`config.mk`:
```
export PLATFORM = sky130hd
export DESIGN_NAME = thin3d_voxel_deletable_test_unit
export DESIGN_NICKNAME = d
export VERILOG_FILES = /design/src/rtl/t3vdt_pkg.sv /design/src/rtl/t3vdt_front.sv /design/src/rtl/t3vdt_conn.sv /design/src/rtl/thin3d_voxel_deletable_test_unit.sv
export VERILOG_INCLUDE_DIRS = /design/src /design/src/rtl
export SDC_FILE = /design/constraint.sdc
export NUM_CORES = 1
export LEC_CHECK = 0
export BUFFER_PORTS_ARGS = -buffer_cell sky130_fd_sc_hd__buf_4
export CAP_MARGIN = 20
export CORE_MARGIN = 2
export CORE_UTILIZATION = 36
export CTS_CLUSTER_SIZE = 10
export DETAILED_ROUTE_END_ITERATION = 8
export PLACE_DENSITY = 0.49
export SLEW_MARGIN = 20
export SYNTH_ARGS = -nofsm -noshare
export SYNTH_HDL_FRONTEND = slang
export SYNTH_SLANG_ARGS = --single-unit
```
`constraint.sdc`:
```
create_clock -name i_clk -period 8 [get_ports i_clk]
set_input_delay 0.4 -clock i_clk [delete_from_list [all_inputs] [get_ports i_clk]]
set_output_delay 0.4 -clock i_clk [all_outputs]
set_load 0.02 [all_outputs]
```
`src/rtl/thin3d_voxel_deletable_test_unit_macros.svh`:
```
// assertion macros for the voxel deletable test unit
`ifndef THIN3D_VOXEL_DELETABLE_TEST_UNIT_MACROS_SVH
`define THIN3D_VOXEL_DELETABLE_TEST_UNIT_MACROS_SVH
`ifndef SYNTHESIS
`define T3VDT_ASSERT(lbl, prop, msg) \
    lbl: assert property (@(posedge i_clk) disable iff (!i_rst_n) prop) else $error(msg);
`define T3VDT_NEVER(lbl, cond, msg) \
    `T3VDT_ASSERT(lbl, !(cond), msg)
`else
`define T3VDT_ASSERT(lbl, prop, msg)
`define T3VDT_NEVER(lbl, cond, msg)
`endif
`endif

```
`src/rtl/t3vdt_pkg.sv`:
```
// shared constants, tables and types for the voxel deletable test unit
`timescale 1ns / 1ps
`default_nettype none
package t3vdt_pkg;

    localparam int NB_COUNT  = 26;
    localparam int OCT_COUNT = 8;
    localparam int OCT_SIZE  = 7;
    localparam int CNT_W     = 5;
    localparam int EUL_W     = 7;

    // neighbour indices per octant, position j drives code bit (6 - j)
    localparam logic [4:0] OCT_MEMBERS [OCT_COUNT][OCT_SIZE] = '{
        '{5'd23, 5'd24, 5'd14, 5'd15, 5'd20, 5'd21, 5'd12},
        '{5'd25, 5'd22, 5'd16, 5'd13, 5'd24, 5'd21, 5'd15},
        '{5'd17, 5'd20, 5'd9,  5'd12, 5'd18, 5'd21, 5'd10},
        '{5'd19, 5'd22, 5'd18, 5'd21, 5'd11, 5'd13, 5'd10},
        '{5'd6,  5'd14, 5'd7,  5'd15, 5'd3,  5'd12, 5'd4},
        '{5'd8,  5'd7,  5'd16, 5'd15, 5'd5,  5'd4,  5'd13},
        '{5'd0,  5'd9,  5'd3,  5'd12, 5'd1,  5'd10, 5'd4},
        '{5'd2,  5'd1,  5'd11, 5'd10, 5'd5,  5'd4,  5'd13}
    };

    localparam logic signed [3:0] EULER_LUT [128] = '{
         1, -1, -1,  1, -3, -1, -1,  1, -1,  1,  1, -1,  3,  1,  1, -1,
        -3, -1,  3,  1,  1, -1,  3,  1, -1,  1,  1, -1,  3,  1,  1, -1,
        -3,  3, -1,  1,  1,  3, -1,  1, -1,  1,  1, -1,  3,  1,  1, -1,
         1,  3,  3,  1,  5,  3,  3,  1, -1,  1,  1, -1,  3,  1,  1, -1,
        -7, -1, -1,  1, -3, -1, -1,  1, -1,  1,  1, -1,  3,  1,  1, -1,
        -3, -1,  3,  1,  1, -1,  3,  1, -1,  1,  1, -1,  3,  1,  1, -1,
        -3,  3, -1,  1,  1,  3, -1,  1, -1,  1,  1, -1,  3,  1,  1, -1,
         1,  3,  3,  1,  5,  3,  3,  1, -1,  1,  1, -1,  3,  1,  1, -1
    };

    typedef enum logic [2:0] {
        RSN_PASS       = 3'd0,
        RSN_CENTER_OFF = 3'd1,
        RSN_FACE_ON    = 3'd2,
        RSN_ENDPOINT   = 3'd3,
        RSN_EULER      = 3'd4,
        RSN_NOT_SIMPLE = 3'd5
    } t_reason;

    typedef logic [OCT_COUNT-1:0][OCT_COUNT-1:0] t_adj;

    typedef struct packed {
        logic [CNT_W-1:0]     count;
        logic                 face_fail;
        logic                 euler_zero;
        logic [OCT_COUNT-1:0] active;
        logic [OCT_COUNT-1:0] start;
        t_adj                 adj;
    } t_front_info;

    function automatic logic [NB_COUNT-1:0] oct_mask(input int k);
        logic [NB_COUNT-1:0] m;
        m = '0;
        for (int j = 0; j < OCT_SIZE; j++) begin
            m[OCT_MEMBERS[k][j]] = 1'b1;
        end
        return m;
    endfunction

endpackage
`default_nettype wire

```
`src/rtl/t3vdt_front.sv`:
```
// first stage logic: count, face check, euler sum and octant adjacency
`timescale 1ns / 1ps
`default_nettype none
module t3vdt_front (
    input  wire logic [t3vdt_pkg::NB_COUNT-1:0] i_nb,
    input  wire logic [2:0]                     i_dir,
    output t3vdt_pkg::t_front_info              o_info
);
    import t3vdt_pkg::*;

    logic [CNT_W-1:0]          cnt;
    logic signed [EUL_W-1:0]   esum;
    logic [6:0]                code;
    logic [3:0]                eval;
    logic                      face;
    logic [OCT_COUNT-1:0]      act;

    always_comb begin
        cnt = '0;
        for (int i = 0; i < NB_COUNT; i++) begin
            cnt = cnt + CNT_W'(i_nb[i]);
        end

        esum = '0;
        for (int k = 0; k < OCT_COUNT; k++) begin
            for (int j = 0; j < OCT_SIZE; j++) begin
                code[6-j] = i_nb[OCT_MEMBERS[k][j]];
            end
            eval = EULER_LUT[code];
            esum = esum + {{(EUL_W-4){eval[3]}}, eval};
        end

        unique case (i_dir)
            3'd0:    face = i_nb[10];
            3'd1:    face = i_nb[15];
            3'd2:    face = i_nb[13];
            3'd3:    face = i_nb[12];
            3'd4:    face = i_nb[21];
            3'd5:    face = i_nb[4];
            default: face = 1'b1;   // no face selected counts as a failure
        endcase

        for (int k = 0; k < OCT_COUNT; k++) begin
            act[k] = |(i_nb & oct_mask(k));
            for (int l = 0; l < OCT_COUNT; l++) begin
                o_info.adj[k][l] = |(i_nb & oct_mask(k) & oct_mask(l));
            end
        end

        o_info.count      = cnt;
        o_info.face_fail  = face;
        o_info.euler_zero = (esum == '0);
        o_info.active     = act;
        o_info.start      = act & (~act + OCT_COUNT'(1));
    end
endmodule
`default_nettype wire

```
`src/rtl/t3vdt_conn.sv`:
```
// four rounds of reach propagation over the octant adjacency graph
`timescale 1ns / 1ps
`default_nettype none
module t3vdt_conn (
    input  wire logic [t3vdt_pkg::OCT_COUNT-1:0] i_reach,
    input  wire t3vdt_pkg::t_adj                 i_adj,
    output logic [t3vdt_pkg::OCT_COUNT-1:0]      o_reach
);
    import t3vdt_pkg::*;

    localparam int ROUNDS = 4;

    logic [OCT_COUNT-1:0] r;
    logic [OCT_COUNT-1:0] nx;

    always_comb begin
        r = i_reach;
        for (int s = 0; s < ROUNDS; s++) begin
            nx = r;
            for (int k = 0; k < OCT_COUNT; k++) begin
                for (int l = 0; l < OCT_COUNT; l++) begin
                    nx[k] = nx[k] | (r[l] & i_adj[l][k]);
                end
            end
            r = nx;
        end
        o_reach = r;
    end
endmodule
`default_nettype wire

```
`src/rtl/thin3d_voxel_deletable_test_unit.sv`:
```
// top level of the 3d thinning voxel deletable test unit
// Usage:
//   s_axis carries one voxel neighbourhood per request. tdata holds, from
//   bit 0 up: center_on, neighbors[25:0], border_dir[2:0], zero pad to 32.
//   tuser[0] is mode (0 full candidate test, 1 simple point recheck).
//   m_axis returns one result per request. tdata holds, from bit 0 up:
//   deletable, fail_reason[2:0], neighbor_count[4:0], zero pad to 16.
//   A request passes from acceptance to the result on m_axis through four
//   registers: input register, euler / adjacency stage, first four reach
//   rounds over the octant graph, then the last four rounds and the verdict
//   into the output register. One request is taken every cycle while m_axis
//   is not stalled; throughput is one result per cycle.
//   All stages advance together whenever the output register is empty or
//   being taken, so a stall on m_axis holds the whole pipe and drops
//   s_axis_tready; nothing is lost or repeated.
//   Synchronous active low reset clears every stage valid bit; payload is
//   left as is.
`timescale 1ns / 1ps
`default_nettype none
`include "thin3d_voxel_deletable_test_unit_macros.svh"
module thin3d_voxel_deletable_test_unit (
    input  wire logic        i_clk,
    input  wire logic        i_rst_n,
    input  wire logic        s_axis_tvalid,
    output logic             s_axis_tready,
    // center_on, neighbors[25:0], border_dir[2:0], pad
    input  wire logic [31:0] s_axis_tdata,
    // mode
    input  wire logic [0:0]  s_axis_tuser,
    output logic             m_axis_tvalid,
    input  wire logic        m_axis_tready,
    // deletable, fail_reason[2:0], neighbor_count[4:0], pad
    output logic [15:0]      m_axis_tdata
);
    import t3vdt_pkg::*;

    logic adv;

    logic r_v1, r_v2, r_v3, r_vo;

    logic                r1_mode, r1_center;
    logic [NB_COUNT-1:0] r1_nb;
    logic [2:0]          r1_dir;

    logic        r2_mode, r2_center;
    t_front_info r2_info;
    t_front_info n2_info;

    logic                 r3_mode, r3_center, r3_face_fail, r3_euler_zero;
    logic [CNT_W-1:0]     r3_count;
    logic [OCT_COUNT-1:0] r3_active;
    t_adj                 r3_adj;
    logic [OCT_COUNT-1:0] r3_reach;
    logic [OCT_COUNT-1:0] n3_reach;
    logic [OCT_COUNT-1:0] n_final_reach;

    logic             r_o_del, r_o_mode;
    t_reason          r_o_reason, n_reason;
    logic [CNT_W-1:0] r_o_count;

    assign adv = !r_vo || m_axis_tready;
    assign s_axis_tready = adv;

    t3vdt_front u_front (
        .i_nb   (r1_nb),
        .i_dir  (r1_dir),
        .o_info (n2_info)
    );

    t3vdt_conn u_conn_a (
        .i_reach (r2_info.start),
        .i_adj   (r2_info.adj),
        .o_reach (n3_reach)
    );

    t3vdt_conn u_conn_b (
        .i_reach (r3_reach),
        .i_adj   (r3_adj),
        .o_reach (n_final_reach)
    );

    always_comb begin
        if (!r3_mode) begin
            priority if (!r3_center)              n_reason = RSN_CENTER_OFF;
            else if (r3_face_fail)                n_reason = RSN_FACE_ON;
            else if (r3_count <= CNT_W'(1))       n_reason = RSN_ENDPOINT;
            else if (!r3_euler_zero)              n_reason = RSN_EULER;
            else if (n_final_reach != r3_active)  n_reason = RSN_NOT_SIMPLE;
            else                                  n_reason = RSN_PASS;
        end else begin
            priority if (r3_count == '0)          n_reason = RSN_ENDPOINT;
            else if (n_final_reach != r3_active)  n_reason = RSN_NOT_SIMPLE;
            else                                  n_reason = RSN_PASS;
        end
    end

    always_ff @(posedge i_clk) begin
        if (!i_rst_n) begin
            r_v1 <= 1'b0;
            r_v2 <= 1'b0;
            r_v3 <= 1'b0;
            r_vo <= 1'b0;
        end else if (adv) begin
            r_v1 <= s_axis_tvalid;
            r_v2 <= r_v1;
            r_v3 <= r_v2;
            r_vo <= r_v3;
        end
    end

    always_ff @(posedge i_clk) begin
        if (adv) begin
            r1_mode   <= s_axis_tuser[0];
            r1_center <= s_axis_tdata[0];
            r1_nb     <= s_axis_tdata[26:1];
            r1_dir    <= s_axis_tdata[29:27];

            r2_mode   <= r1_mode;
            r2_center <= r1_center;
            r2_info   <= n2_info;

            r3_mode       <= r2_mode;
            r3_center     <= r2_center;
            r3_face_fail  <= r2_info.face_fail;
            r3_euler_zero <= r2_info.euler_zero;
            r3_count      <= r2_info.count;
            r3_active     <= r2_info.active;
            r3_adj        <= r2_info.adj;
            r3_reach      <= n3_reach;

            r_o_mode   <= r3_mode;
            r_o_reason <= n_reason;
            r_o_del    <= (n_reason == RSN_PASS);
            r_o_count  <= r3_count;
        end
    end

    assign m_axis_tvalid = r_vo;
    assign m_axis_tdata  = {7'd0, r_o_count, r_o_reason, r_o_del};

    `T3VDT_ASSERT(a_del_matches_reason,
        r_vo |-> (r_o_del == (r_o_reason == RSN_PASS)), "deletable disagrees with reason")
    `T3VDT_NEVER(a_recheck_reason,
        r_vo && r_o_mode && (r_o_reason == RSN_CENTER_OFF || r_o_reason == RSN_FACE_ON
        || r_o_reason == RSN_EULER), "recheck gave a candidate-only reason")
    `T3VDT_NEVER(a_count_range, r_vo && (r_o_count > CNT_W'(NB_COUNT)), "count out of range")
    `T3VDT_NEVER(a_pass_needs_two,
        r_vo && !r_o_mode && r_o_del && (r_o_count < CNT_W'(2)), "pass with too few neighbours")
endmodule
`default_nettype wire
```
* Yosys cells after proc, flatten, opt, wreduce, memory -nomap -nowiden
Memory sizes are Yosys's and may differ from the RTL's.
Index checks and enable logic that the tools add are counted.
** Word-level totals
- Logic and storage cells :: 1053
- Output and inout port bits :: 18
- Bits of input ports :: 37
- Memories :: 8
- Flip-flop bits (word level) :: 206
- Memory bits (read-only) :: 4096
** Memories
- (name not given) :: depth 128, width 4, read ports 1, clocked after memory_dff 0, wr ports 0, line t3vdt_front.sv:29 : eval = EULER_LUT[code];
- (name not given) :: depth 128, width 4, read ports 1, clocked after memory_dff 0, wr ports 0, line t3vdt_front.sv:29
- (name not given) :: depth 128, width 4, read ports 1, clocked after memory_dff 0, wr ports 0, line t3vdt_front.sv:29
- (name not given) :: depth 128, width 4, read ports 1, clocked after memory_dff 0, wr ports 0, line t3vdt_front.sv:29
- (name not given) :: depth 128, width 4, read ports 1, clocked after memory_dff 0, wr ports 0, line t3vdt_front.sv:29
- (name not given) :: depth 128, width 4, read ports 1, clocked after memory_dff 0, wr ports 0, line t3vdt_front.sv:29
- 2 more memories
** Cells by class
- Equality and inequality tests :: 6
- Reductions and logical operators :: 26
- Muxes and demuxes :: 24
- $add $sub $neg :: 33
- Magnitude comparators :: 9
- Bitwise logic cells :: 906
** Operators with widths (number)
- $and 1x1->1 :: 448
- $or 1x1->1 :: 448
- $add 5x1->5 :: 24
- $ge 8x8->1 const B :: 8
- $mux 4 :: 16
- $not 7->8 :: 8
- $reduce_or 7->1 :: 8
- $add 7x7->7 :: 6
- $reduce_or 3->1 :: 12
- $mux 3 :: 7
- $add 8x1->8 const B :: 1
- $and 8x8->8 :: 1
- $ne 8x8->1 :: 1
- $not 8->8 :: 1
- $logic_not 7->1 :: 1
- $eq 3x2->1 const B :: 2
- $eq 3x3->1 const B :: 2
- $logic_not 3->1 :: 2
- $pmux 1 s6 :: 1
- $add 4x4->5 :: 1
- $le 5x1->1 const B :: 1
- $logic_not 5->1 :: 1
- $eq 3x1->1 const B :: 1
- $add 1x1->2 :: 1
- 2 further kinds :: 2

* Logic depth before layout (Yosys ltp)
Gate-level depths: netlist (run 1).
- Depth in word-level cells :: 40
- Mapped depth :: 26
- Mapped depth without buffers :: 24

* By module
Synthesis (run 1) repeated with hierarchy kept, for this count alone.
** Unflattened totals
- Cell total of the unflattened synthesis :: 1263
- Area total of the unflattened synthesis :: 13932.1 sq um
** Modules (own cells, without submodules)
- thin3d_voxel_deletable_test_unit :: area each 6946.7 sq um, cells each 267, instances 1, sequential area each 6626.4 sq um
- t3vdt_front :: area each 3642.2 sq um, cells each 444, instances 1, sequential area each 0.0 sq um
- t3vdt_conn :: area each 1671.6 sq um, cells each 276, instances 2, sequential area each 0.0 sq um

* Worst setup path after synthesis (run 1)
Ideal clock, no wire load.
- Path kind :: reg2reg
- Start point :: register r1_nb[15]
- End point :: register r2_info[80] in the netlist's numbering, data pin
- Setup time :: 0.207 ns
- Required time :: 7.793 ns
- Arrival :: 5.983 ns
- Buffers on the path :: 2
- Clock period less this slack :: 6.190 ns
- Cell stages (with the launch flop) :: 25
- Setup slack :: 1.810 ns
- Cell sequence :: edfxtp_1 clkbuf_1 buf_1 inv_1 ha_1 nor2_1 a21oi_1 nor2_1 a21oi_1 nor2_1 a21oi_1 o21a_1 inv_1 fa_1 xor2_1 fa_1 fa_1 fa_1 fa_1 inv_1 ha_1 a21oi_1 xnor2_1 or3_1 a2111oi_0
** RTL lines
- start, declared :: line thin3d_voxel_deletable_test_unit.sv:42 : logic [NB_COUNT-1:0] r1_nb;
- start signal, assigned :: line thin3d_voxel_deletable_test_unit.sv:115 : r1_nb <= s_axis_tdata[26:1];
- end signal, assigned :: line thin3d_voxel_deletable_test_unit.sv:120 : r2_info <= n2_info;
- end, declared :: line thin3d_voxel_deletable_test_unit.sv:46 : t_front_info r2_info;

==> run_results.csv, run 1 <==
group,metric,value,unit
finish,final_cell_mix,"125 x edfxtp_1, 92 x a21oi_1, 74 x inv_1",
floorplan,die_w,167.3,um
route,first_pass_iters,9,
synth,syn_inst,912,
floorplan,die_h,167.3,um
clock_tree,post_cts_buffers,0,
finish,area_delta_synth_final,11.54,%
timing,maxSlewHeadroom,0.3989,
timing,tns,0,ps
clock_tree,cts_tree,"done",
floorplan,fp.coreArea,0.02613,mm^2
run_status,status,"complete, but fails checks",
grt,antenna_found_initial,0,
critical_path,worstPathArrival,6380,ps
grt,grt_pass1_vias,7542,
floorplan,die-area,0.02798,mm^2
run,cap_viol_max_count,0,
route,drt-initial-drc-count,1326,
timing,finalMaxSlewViolations,0,
synth,yosys_register_bits,129,
synth,yosysWarnings,0,
timing,post-route-period-util,0.7717,
route,ant_nets,0,
power_and_ir_drop,p_leak,3.945,nW
clock_tree,clockRootBuffer,"clkbuf_16",
synth,syn_area_per_cell,10.52,um^2
critical_path,endpoint_kind,"register",
finish,mostFrequentLayoutCell,"edfxtp_1",
route,num_vias,7816,
run_status,violations,"design-rule violations",
finish,nNetsFinal,1052,
grt,grt_first_pass_wirelength,42410,um
power_and_ir_drop,peakVddDrop,0.3710,mV
synth,ys_seq_area_frac,0.3994,
finish,diodes,0,
clock_tree,cts_hold_buf,0,
floorplan,num_rows,59,
critical_path,start_kind,"register",
worst_hold_path,hold_path_class,"input port to register",
clock_tree,cts_buffers,17,
power_and_ir_drop,power_density,270.8,mW/mm^2
timing,grt_setup_unrepaired,"no",
place,io_buffers,45,
synth,syn_area,0.009598,mm^2
grt,grt_overflow,0,
grt,grt_max_degree,90,
timing,timing.fmax,162.0,MHz
grt,grt_usage,0.1910,
synth,synth_top_flop_cell,"edfxtp_1",
clock_tree,cts_buffer_depth,2,
synth,synth_cell_types,69,
clock_tree,clock_sinks,129,
route,drc,50,
clock_tree,cts_resized,0,
synth,synth_async_sr_flop_share,0,
critical_path,cp_max_fo,18,
synth,synth-edff-count,125,
floorplan,pin_count,55,
clock_tree,htreeDepth,4,
timing,skew,11.75,ps
clock_tree,clk_latency,420,ps
power_and_ir_drop,total_power,0.002899,W
place,dpl.hpwl,18200,um
timing,hold_viol_final,0,
timing,tightest_slew,893.4,ps
timing,setup_viol,0,
route,routed_via_density,6.154,
route,avgRoutedWirePerCell,20.63,um
route,routed_wl,26190,um
critical_path,critPathKind,"register to register",
critical_path,required,8210,ps
timing,fin_crit,6174,ps
clock_tree,clk_pin_slew,70,ps
place,place_congestion,0.8879,
floorplan,floorplan.initialDensity,0.3673,
finish,drive_above_1_share,0.1241,
==> synthesized netlist by cell type (all sizes together) (30+ instances only) <==
library cell | count | area share
nor2 | 32 | 0.013
ha | 56 | 0.073
nand3 | 57 | 0.037
a22oi | 57 | 0.045
inv | 74 | 0.029
a21oi | 92 | 0.048
a222oi | 51 | 0.053
nand2 | 49 | 0.021
o21ai | 30 | 0.016
clkbuf | 48 | 0.021
edfxtp | 125 | 0.39
fa | 37 | 0.077
==> stage by stage <==
step	instances	hold slack (ps)	util	cell area, um^2	setup WS (ps)
global route	1270	129.6	0.4097	10710	1325
CTS	1270	128.2	0.4095	10700	1830
floorplan	918	400.3	-	9620	1810
finish	1270	146.2	0.4097	10710	1826
detailed placement	1238	404.5	0.3868	10110	1864
global placement	1238	401.6	0.3868	10110	1869
==> state kept, by name (all words and copies together), names as in the netlist, 5 cells and up <==
signal     count
r2_info       40
r3_count       5
r1_nb         26
r3_reach       8
r3_adj        18
r3_active      8
r_o_count      5
==> power by group <==
part / switching (W) / internal [W] / total, W
registers: 0.0000793 / 0.000843 / 0.000922
logic: 0.000611 / 0.000571 / 0.00118
clock network: 0.000326 / 0.000468 / 0.000794
==> critical path, stage by stage (launching register included) <==
cell and delay (ps):
edfxtp_1 320, buf_4 260, inv_1 100, buf_4 200
ha_1 370, o21ai_0 100, a21oi_1 150, nor2_1 60
o221ai_1 230, inv_1 90, fa_1 410, xor2_1 290
fa_1 490, fa_1 470, fa_1 520, fa_1 540
inv_1 40, ha_1 310, a21oi_1 210, xnor2_1 90
or3_1 340, a2111oi_0 380
==> final timing paths <==
path             endpoint  cells past startpoint             from  slack (ps)
min reg2reg  r3_active[4]                      0      r2_info[76]         420
min              r1_nb[5]                      1  s_axis_tdata[6]         150
max reg2reg   r2_info[80]                     21        r1_nb[21]        1830
max           r2_info[80]                     21        r1_nb[21]        1830
==> kinds of logic (layout without fill, tap and decap cells) <==
group,Yosys count,after routing,synth area share
muxes,6,6,0.007561
adders and majority gates,93,93,0.1502
and+or+nand+nor,191,191,0.1073
AOI/OAI and AO/OA,329,329,0.2520
buffers and inverters,143,160,0.06492
other,1,7,0.0003907
DFF,129,129,0.3994
xor gates and xnor gates,20,20,0.01825
==> final cells by class <==
type / instances / area, um^2
well taps: 335 / 419.2
inverters: 74 / 277.8
clock buffers: 17 / 425.4
multi-input cells: 646 / 5171
repair buffers: 54 / 409.1
fillers: 2542 / 15430
clock inverters: 15 / 168.9
flip-flops and latches: 129 / 3834
==> layer usage <==
layer / share of wire / track usage
met1: 0.43 / 0.2593
met2: 0.48 / 0.3045
met3: 0.065 / 0.03025
met4: 0.027 / 0.08091
met5: 0 / 0
Note: power is estimated with default switching activity, not from simulation.
==> run 2, diff against run 1 <==
Settings changed: ABC_AREA from default to 1.
Clock period 8 ns to 6 ns, I/O delays scaled along.
==> run 2 against run 1 <==
The flow now finishes without violations. Sequential cell count stayed put. Register-to-register slack worse by 1800 ps. Clock-buffer cell count is 5 higher. First-iteration DRC count is 50% lower. Critical endpoint unchanged. Hold slack worse by 92 ps. Area after synthesis is 9.5% higher. Final cell count is 43% higher. Die area is 9.2% higher. Wire length is 14% higher. Worst setup slack worse by 1800 ps. Sequential power is 33% higher.
==> run_results.csv, run 2 <==
group,metric,value,unit
timing,setup_ws,25.76,ps
critical_path,start_kind,"register",
synth,synth_cell_types,53,
finish,area_delta_synth_final,15.04,%
floorplan,die_h,174.8,um
finish,top_register,"r2_info",
critical_path,endpoint_kind,"register",
synth,synth-edff-count,125,
finish,postLayoutCoreUtil,0.4211,
clock_tree,clk_pin_slew,60,ps
synth,syn_area_per_cell,7.760,um^2
timing,tightest_slew,1002,ps
floorplan,floorplan.initialDensity,0.3661,
clock_tree,htreeDepth,4,
critical_path,required,6230,ps
synth,synth_async_sr_flop_share,0,
critical_path,r2r_slack,30,ps
critical_path,worstPathArrival,6210,ps
floorplan,pin_count,55,
critical_path,crit_slowest_cell,"fa_1",
run,cap_viol_max_count,0,
worst_hold_path,min_to,"r1_nb[7]",
timing,post-route-period-util,0.9957,
clock_tree,cts_tree,"done",
synth,syn_area,0.01051,mm^2
synth,synth_top_area_cell,"edfxtp_1",
finish,nNetsFinal,1553,
critical_path,reg2reg_to,"r2_info[80]",
grt,grt_first_pass_wirelength,47670,um
place,pre_cts_slack,-12.17,ps
floorplan,die-area,0.03057,mm^2
floorplan,fp.coreArea,0.02870,mm^2
timing,skew,10.94,ps
critical_path,crit_family,"adder cells",
synth,yosys-top-cells-count,"439 x nand2_1, 165 x inv_1, 125 x edfxtp_1",
route,ant_nets,0,
finish,final_cell_mix,"437 x nand2_1, 162 x inv_1, 125 x edfxtp_1",
worst_hold_path,hold_path_class,"input port to register",
clock_tree,cts_buffer_depth,2,
grt,grt_overflow,0,
timing,fin_crit,5974,ps
route,drt-initial-drc-count,667,
clock_tree,clock_sinks,129,
power_and_ir_drop,p_leak,5.960,nW
synth,yosysWarnings,0,
clock_tree,clockRootBuffer,"clkbuf_16",
timing,timing.fmax,167.4,MHz
synth,synth_top_area_frac,0.3572,
finish,diodes,0,
floorplan,die_w,174.8,um
worst_hold_path,hp-start,"s_axis_tdata[8]",
clock_tree,cts_buffers,17,
synth,syn_inst,1354,
route,drc,0,
place,io_buffers,45,
place,place_inst,1788,
synth,synth_top_flop_cell,"edfxtp_1",
timing,finalMaxSlewViolations,0,
place,dpl.hpwl,21910,um
grt,grt_max_degree,81,
route,routed_wl,29850,um
grt,grt_pass1_vias,8788,
finish,mostFrequentLayoutCell,"nand2_1",
route,num_vias,9073,
finish,drive_above_1_share,0.1504,
clock_tree,post_cts_buffers,0,
timing,hold_viol_final,0,
grt,antenna_found_initial,0,
synth,ys_seq_area_frac,0.3648,
critical_path,crit_buf_inv,5,
synth,synthTopCellsByArea,"edfxtp_1 36%, nand2_1 16%, fa_1 7.0%",
critical_path,r2r-start,"r1_nb[21]",
power_and_ir_drop,power_density,380.9,mW/mm^2
critical_path,cpPeakStageDelay,540,ps
grt,grt_usage,0.1997,
synth,synth.most_common_cell,"nand2_1",
synth,yosys_register_bits,129,
route,first_pass_iters,5,
power_and_ir_drop,total_power,0.004604,W
critical_path,cp_max_fo,4,
critical_path,critPathKind,"register to register",
place,place_congestion,0.9175,
finish,fin_cells,1820,
finish,largest_reg_flops,40,
critical_path,reg2reg_depth,29,
worst_hold_path,worstHoldPathCells,1,
timing,maxSlewHeadroom,0.3319,
power_and_ir_drop,peakVddDrop,0.7681,mV
clock_tree,clk_latency,420,ps
run_status,status,"complete, no violations",
floorplan,num_rows,62,
clock_tree,cts_hold_buf,0,
timing,grt_setup_unrepaired,"yes",
finish,reg.largest.list,"r2_info x40, r1_nb x26, r3_adj x18",
route,avgRoutedWirePerCell,16.40,um
timing,setup_viol,0,
route,routed_via_density,4.985,
-- run 2: cell count changes after synthesis, sizes merged, moves of 20 or more --
cell,change
o22ai,+23
nand2,+415
nor2,+111
inv,+116
nand3,-27
a22oi,-57
o211ai,+20
a21oi,-33
clkbuf,-40
a222oi,-51
a221oi,-20
a31oi,-20
-- run 2: timing repair --
action | 4_1_cts | 5_1_grt
endpoints found under the setup margin | 1 | 1
pin swaps | 4 | 3
gates resized for setup | 5 | 1
-- run 2: where the power goes --
group | internal, W | leakage (nW) | switching, W | total (W)
combinational | 0.00111 | 4.42 | 0.00122 | 0.00233
sequential | 0.00114 | 1.26 | 0.0000963 | 0.00123
clock | 0.000663 | 0.281 | 0.000376 | 0.00104
total | 0.00291 | 5.96 | 0.00170 | 0.00460
-- run 2: worst max path at each step --
stage | startpoint | to | cells past startpoint
after global placement | r1_nb[21] | r2_info[80] | 29
after CTS | r1_nb[21] | r2_info[80] | 31
after floorplan | r1_nb[21] | r2_info[80] | 32
final | r1_nb[21] | r2_info[80] | 29
after detailed placement | r1_nb[21] | r2_info[80] | 29
after global routing | r1_nb[21] | r2_info[80] | 29
-- run 2: final cells by class --
type / instances / area, um^2
clock inverters: 10 / 136.4
inverters: 196 / 742.0
flip-flops and latches: 129 / 3834
fillers: 2928 / 16610
repair buffers: 82 / 628.1
clock buffers: 22 / 454.2
multi-input cells: 997 / 5813
well taps: 384 / 480.5
-- run 2: cell families after synthesis --
logic type                 share of synthesized area
DFF                                           0.3648
buffers and inverters                        0.09097
adders and majority gates                     0.1372
and+or+nand+nor                               0.2792
xor gates and xnor gates                     0.01667
other                                      0.0003569
AOI/OAI and AO/OA                             0.1107
-- run 2: through the flow --
step / cell area, um^2 / hold WS [ps] / setup TNS [ps]
global route: 12090 / 35.89 / -479.7
detailed placement: 11480 / 404.5 / -12.17
floorplan: 10590 / 398.9 / -48.61
finish: 12090 / 54.26 / 0
CTS: 12080 / 36.91 / -19.19
global placement: 11470 / 401.9 / 0
-- run 2: layer usage --
| layer | part of all wire | routed length [um] | GRT usage | vias up |
|---|---|---|---|---|
| met5 | 0 | 0 | 0 | - |
| met4 | 0.032 | 959 | 0.08264 | 0 |
| met3 | 0.042 | 1242 | 0.02567 | 63 |
| met2 | 0.49 | 14500 | 0.3383 | 290 |
| met1 | 0.44 | 13150 | 0.2578 | 4191 |
| li1 | - | - | - | 4529 |
-- run 2: worst register-to-register path: cells and delay by family, from the launching register on --
family                   cells  cell delay [ps]
XOR/XNOR                     3              500
flip-flops                   1              390
buffers and inverters        5              420
AO/OA/AOI/OAI                6              880
adder cells (fa/ha/maj)      7             2830
AND/OR/NAND/NOR              8              750
